`config.mk`:
```
export PLATFORM = sky130hd
export DESIGN_NAME = digram_string_decoder_unit
export DESIGN_NICKNAME = d
export VERILOG_FILES = /design/src/rtl/core/dsd_pkg.sv /design/src/rtl/core/dsd_decode.sv /design/src/rtl/core/dsd_out_queue.sv /design/src/rtl/core/digram_string_decoder_unit.sv
export SDC_FILE = /design/constraint.sdc
export NUM_CORES = 1
export LEC_CHECK = 0
export ABC_AREA = 1
export BUFFER_PORTS_ARGS = -buffer_cell sky130_fd_sc_hd__buf_2
export CORE_MARGIN = 1
export CORE_UTILIZATION = 60
export DETAILED_ROUTE_END_ITERATION = 12
export PLACE_DENSITY = 0.88
export SYNTH_ARGS = -nofsm -noshare
export SYNTH_HDL_FRONTEND = slang
export SYNTH_SLANG_ARGS = --single-unit
```
`constraint.sdc`:
```
create_clock -name clk -period 4.2 [get_ports clk]
set_clock_uncertainty 0.05 [all_clocks]
set_input_delay 1.26 -clock clk [delete_from_list [all_inputs] [get_ports clk]]
set_output_delay 1.26 -clock clk [all_outputs]
set_load 0.1 [all_outputs]
```
`src/rtl/core/dsd_pkg.sv`:
```
// Shared types, constants and character ROM for the digram string decoder.
package dsd_pkg;

	localparam int RomSize = 144;
	localparam logic [7:0] EscCode = 8'h1B;
	localparam logic [7:0] EscBase = 8'h7F;
	localparam logic [7:0] SecondOffset = 8'd16;
	localparam logic [7:0] EndCode = 8'h00;

	// Character i of the ROM sits at bits [8*(RomSize-1-i) +: 8].
	localparam logic [8*RomSize-1:0] DigramRom = {
		" etainosrlhcdupm",
		"tasio wb rnsdalm",
		"h ieorasnrtlc sy",
		"nstcloer dtgesio",
		"nr ufmsw tep.ica",
		"e oiadur laeiyod",
		"eia otruetoakhlr",
		" eiu,.oansrctlai",
		"leoiratpeaoip bm"
	};

	typedef struct packed {
		logic [7:0] chr;
		logic       last;
	} result_t;

	typedef struct packed {
		logic [1:0] count;
		result_t    first;
		result_t    second;
		logic       esc_next;
	} decode_t;

	typedef struct packed {
		logic       emit;
		logic [7:0] chr;
		logic       esc_next;
	} xlat_t;

	function automatic logic [7:0] rom_char(input logic [7:0] idx);
		logic [7:0] r;
		r = DigramRom[8*(RomSize-1-int'(idx)) +: 8];
		return r;
	endfunction

	// Escape translation of one character against the current pending flag.
	function automatic xlat_t translate(input logic [7:0] ch, input logic esc);
		xlat_t x;
		x.chr = ch;
		x.emit = 1'b1;
		x.esc_next = 1'b0;
		if (esc) begin
			x.chr = EscBase + ch;
		end else if (ch == EscCode) begin
			x.emit = 1'b0;
			x.esc_next = 1'b1;
		end
		return x;
	endfunction

endpackage

```
`src/rtl/core/dsd_decode.sv`:
```
// Combinational expansion and escape translation of one compressed byte.
module dsd_decode (
	input  logic [7:0]      code_byte,
	input  logic            esc,
	output dsd_pkg::decode_t dec
);
	import dsd_pkg::*;

	logic [7:0] idx_a;
	logic [7:0] idx_b;
	xlat_t      xa;
	xlat_t      xb;
	xlat_t      xl;

	assign idx_a = {4'b0000, code_byte[6:3]};
	assign idx_b = {1'b0, code_byte[6:0]} + SecondOffset;

	always_comb begin
		xa = translate(rom_char(idx_a), esc);
		xb = translate(rom_char(idx_b), xa.esc_next);
		xl = translate(code_byte, esc);
		dec.count = 2'd0;
		dec.first = '{chr: 8'h00, last: 1'b0};
		dec.second = '{chr: 8'h00, last: 1'b0};
		dec.esc_next = esc;
		if (code_byte == EndCode) begin
			// A dangling escape at the end yields its base with a zero operand.
			dec.esc_next = 1'b0;
			if (esc) begin
				dec.count = 2'd2;
				dec.first = '{chr: EscBase, last: 1'b0};
				dec.second = '{chr: 8'h00, last: 1'b1};
			end else begin
				dec.count = 2'd1;
				dec.first = '{chr: 8'h00, last: 1'b1};
			end
		end else if (code_byte[7]) begin
			dec.esc_next = xb.esc_next;
			if (xa.emit) begin
				dec.first = '{chr: xa.chr, last: 1'b0};
				dec.second = '{chr: xb.chr, last: 1'b0};
				dec.count = xb.emit ? 2'd2 : 2'd1;
			end else begin
				dec.first = '{chr: xb.chr, last: 1'b0};
				dec.count = xb.emit ? 2'd1 : 2'd0;
			end
		end else begin
			dec.esc_next = xl.esc_next;
			dec.first = '{chr: xl.chr, last: 1'b0};
			dec.count = xl.emit ? 2'd1 : 2'd0;
		end
	end

endmodule

```
`src/rtl/core/dsd_out_queue.sv`:
```
// Two-entry result queue that feeds the registered output channel.
module dsd_out_queue (
	input  logic             clk,
	input  logic             arst_n,
	input  logic             push_req,
	input  dsd_pkg::decode_t dec,
	output logic             push_ok,
	output logic             out_valid,
	input  logic             out_stall,
	output logic [7:0]       out_char,
	output logic             is_last
);
	import dsd_pkg::*;

	result_t    q0_q;
	result_t    q1_q;
	result_t    nxt0;
	result_t    nxt1;
	logic [1:0] count_q;
	logic [1:0] rem;
	logic [1:0] count_nxt;
	logic       pop;
	logic       push;

	assign out_valid = (count_q != 2'd0);
	assign out_char = q0_q.chr;
	assign is_last = q0_q.last;
	assign pop = out_valid && !out_stall;
	assign rem = count_q - {1'b0, pop};
	assign push_ok = (({1'b0, rem} + {1'b0, dec.count}) <= 3'd2);
	assign push = push_req && push_ok;
	assign count_nxt = push ? (rem + dec.count) : rem;

	always_comb begin
		unique case (rem)
			2'd0: begin
				nxt0 = dec.first;
				nxt1 = dec.second;
			end
			2'd1: begin
				nxt0 = pop ? q1_q : q0_q;
				nxt1 = dec.first;
			end
			default: begin
				nxt0 = q0_q;
				nxt1 = q1_q;
			end
		endcase
	end

	always_ff @(posedge clk or negedge arst_n) begin
		if (!arst_n) begin
			count_q <= 2'd0;
		end else begin
			count_q <= count_nxt;
		end
	end

	// Entries past the count are don't-care, so they load every cycle.
	always_ff @(posedge clk) begin
		q0_q <= nxt0;
		q1_q <= nxt1;
	end

endmodule

```
`src/rtl/core/digram_string_decoder_unit.sv`:
```
// Top level of the digram string decoder: input register, decode and result queue.
// The input register feeds the combinational decode, whose characters are queued.
// Throughput: one character per cycle on the output while out_stall is low;
// the single-character output channel sets this limit.
// Reset clears the input valid, the queue count and the pending escape flag.
module digram_string_decoder_unit (
	input  logic       clk,
	input  logic       arst_n,
	input  logic       in_valid,
	output logic       in_stall,
	input  logic [7:0] code_byte,
	output logic       out_valid,
	input  logic       out_stall,
	output logic [7:0] out_char,
	output logic       is_last
);
	import dsd_pkg::*;

	logic       valid_s1;
	logic [7:0] byte_s1;
	logic       esc_q;
	logic       push_ok;
	logic       take;
	decode_t    dec;

	dsd_decode u_decode (
		.code_byte(byte_s1),
		.esc      (esc_q),
		.dec      (dec)
	);

	dsd_out_queue u_queue (
		.clk      (clk),
		.arst_n   (arst_n),
		.push_req (valid_s1),
		.dec      (dec),
		.push_ok  (push_ok),
		.out_valid(out_valid),
		.out_stall(out_stall),
		.out_char (out_char),
		.is_last  (is_last)
	);

	// The held byte leaves when the queue has room for all of its characters.
	assign take = valid_s1 && push_ok;
	assign in_stall = valid_s1 && !take;

	always_ff @(posedge clk or negedge arst_n) begin
		if (!arst_n) begin
			valid_s1 <= 1'b0;
			esc_q <= 1'b0;
		end else begin
			if (!in_stall) begin
				valid_s1 <= in_valid;
			end
			if (take) begin
				esc_q <= dec.esc_next;
			end
		end
	end

	always_ff @(posedge clk) begin
		if (in_valid && !in_stall) begin
			byte_s1 <= code_byte;
		end
	end

endmodule
```
==> flow_summary.ini <==
[run_status]
run_status = finished with violations
failing_checks = setup timing

[route]
drc_errors = 0
routedWlPerCell_microns = 15.2
vias = 3347
dr.pass1.iters = 5
route.antenna.remaining_nets = 0
detail_route.iter0.violations = 452
totalWireLength_mm = 8.68
detail_route.vias_per_cell = 5.87

[sta]
layout_setup_ws_ns = -0.0818
setup_repair_after_global_routing_missed_its_margin = yes
final_max_slew_viol_count = 0
timing.fmax_mhz = 234
period_needed_ns = 4.28
max_slew.worst_pin.slew_ns = 0.902
share_of_the_clock_period_used_by_the_worst_path_pct = 102
timing.slew.headroom_pct = 39.5
hold_viol = 0
report.final.setup_viol = 1

[worst_setup_path]
cp.required_ns = 2.89
worstPathMaxFanout = 2
worst_ep_arrival_time_ns = 2.97
worst_setup_path_start_kind = primary input
critical_path_class = in -> out
worstSetupEndpointType = output pin

[synth]
synth.largest_area_cell = sky130_fd_sc_hd__edfxtp_1
synth_enable_flop_cells = 26
ys_seq_elements = 30
synth_warn = 0
synth_compound_gate_area_share_pct = 14.6
postSynth.asyncResetShare_pct = 13.3
netlist_instances = 479
largest_family_of_logic_cells_by_synthesized_area = simple AND/OR/NAND/NOR gates
post_synth_instance_area_sq_mm = 0.00315
synth-seq-area-share_pct = 28.0
avgSynthCellArea_sq_um = 6.57
synth_simple_gate_area_share_pct = 36.6
ys_top_cells_by_area = sky130_fd_sc_hd__edfxtp_1 (25%), sky130_fd_sc_hd__nand2_1 (19%), sky130_fd_sc_hd__ha_1 (8.0%)
xor_xnor_share_of_the_synthesized_area_pct = 1.35
ys.flop_type = sky130_fd_sc_hd__edfxtp_1
synth-adder-area-share_pct = 8.59
ys_types = 38
synth.most_common_cell = sky130_fd_sc_hd__nand2_1
synth_common_cells = sky130_fd_sc_hd__nand2_1 (160), sky130_fd_sc_hd__nand3_1 (49), sky130_fd_sc_hd__inv_1 (44)
postSynthNetCount = 512
synthDominantCellAreaShare_pct = 24.8
muxShareOfSynthArea_pct = 0.318

[die]
effective_utilization_at_floorplan_pct = 64.5
placementRows = 25
fp.dieH_microns = 74.4
boundaryPins = 23
die_area_sq_mm = 0.00554
placeableCoreArea_sq_mm = 0.00488
die-width_microns = 74.4

[cts]
numClockSinks = 30
cts_max_level = 2
ctsRootBufferMaster = sky130_fd_sc_hd__clkbuf_8
tritoncts = built
clkSlewWorstSetupHoldPaths_ns = 0.06
clk_path_buf_depth = 2
cts_buffers = 5
holdBufCountCts = 0
worstSkewPairLatency_ns = 0.28

[hold_path]
worst_hold_path_class = reg -> reg

[cells_and_area]
post_route_cells_drive_above_1_share_pct = 14.7
layout_area_overhead_pct = 9.90
nets = 536
post-route-cell-area_sq_mm = 0.00346
insertedDiodeCount = 0

[global_route]
antenna_found_initial = 0
grt_start_max_net_pins = 38
grt_use_total_pct = 34.0
first_global_vias = 3052
grt_first_pass_wirelength_mm = 14.3
grt_remaining_overflow = 0

[flow_run]
maxCapViolations = 0

[placed_design]
place.detailed.hpwl_mm = 6.38
place.gp.congestion = 0.999
place.port_buffers = 22
placedInstanceArea_sq_mm = 0.00337
## per-stage QoR
stage	TNS [ns]	cells	hold WS, ns	util (%)	worst slack [ns]
floorplan	-0.0654	479	0.436	-	-0.0654
global placement	-0.0694	562	0.450	69.0	-0.0694
detailed placement	-0.0990	562	0.453	69.0	-0.0990
CTS	-0.0757	569	0.468	70.6	-0.0757
global route	-0.161	570	0.492	70.8	-0.161
finish	-0.0818	570	0.465	70.8	-0.0818
## worst paths after layout
path	start	endpoint	cells past startpoint	slack (ns)
max in group asynchronous	arst_n	valid_s1	1	3.27
worst max-delay path	out_stall	in_stall	13	-0.08
worst max register to register	byte_s1[1]	byte_s1[1]	14	1.20
min in group asynchronous	arst_n	u_queue.count_q[1]	1	0.71
worst min-delay path	valid_s1	valid_s1	2	0.47
worst min register to register	valid_s1	valid_s1	2	0.47
## final cells by class
type / instances / area (sq um)
fillers: 430 / 1420
multi-input cells: 376 / 1970
repair buffers: 39 / 253
inverters: 51 / 195
flip-flops and latches: 30 / 881
well taps: 67 / 83.8
clock buffers: 5 / 68.8
clock inverters: 2 / 10.0
## sequential cells by signal, summed over array words and instances, names as in the netlist
name / count
u_queue.count_q: 2
byte_s1: 8
esc_q: 1
u_queue.out_char: 8
u_queue.is_last: 1
u_queue.q1_q: 9
valid_s1: 1
## cells by family after synthesis
| family | count (synthesis) |
|---|---|
| compound gates | 82 |
| fa+ha+maj | 21 |
| buf+inv | 73 |
| mux | 1 |
| simple gates | 268 |
| flops | 30 |
| xor+xnor | 4 |
## routing by layer
layer	wire length, microns	track usage, %	share of wire, %
met4	155	11.9	1.8
met5	0	0	0
met3	905	5.96	10
met2	4020	53.2	46
met1	3590	47.2	41
## critical path, stage by stage
cell and delay [ns]:
sky130_fd_sc_hd__buf_2 0.11, sky130_fd_sc_hd__a21oi_4 0.13, sky130_fd_sc_hd__ha_4 0.22, sky130_fd_sc_hd__inv_2 0.04, sky130_fd_sc_hd__ha_1 0.12, sky130_fd_sc_hd__inv_1 0.05
sky130_fd_sc_hd__fa_1 0.50, sky130_fd_sc_hd__inv_2 0.05, sky130_fd_sc_hd__nand2_2 0.05, sky130_fd_sc_hd__nand2_2 0.05, sky130_fd_sc_hd__nand2_2 0.09, sky130_fd_sc_hd__clkinvlp_4 0.11
sky130_fd_sc_hd__buf_12 0.17
## timing repair
action	4_1_cts	5_1_grt
endpoints found under the setup margin	1	1
cloned	0	0
pin swaps	3	1
setup buffers	0	1
gates resized for setup	0	3
## cell usage in the layout, fill, tap and decap left out, drive strengths merged
master    count
nand2       162
nand3        51
inv          49
nor2         46
o21ai        39
buf          39
edfxtp       26
a21oi        24
ha           20
o211ai       10
clkbuf        5
nand4         4
a31oi         4
dfrtp         4
nor3          3
clkinv        3
xnor2         2
a211oi        2
xor2          2
nand3b        1
or2           1
a21o          1
o21bai        1
o22ai         1
clkinvlp      1
mux2i         1
fa            1
Power is not shown: default switching activity piles up to over one toggle a cycle in this logic, so the estimate is an artifact.
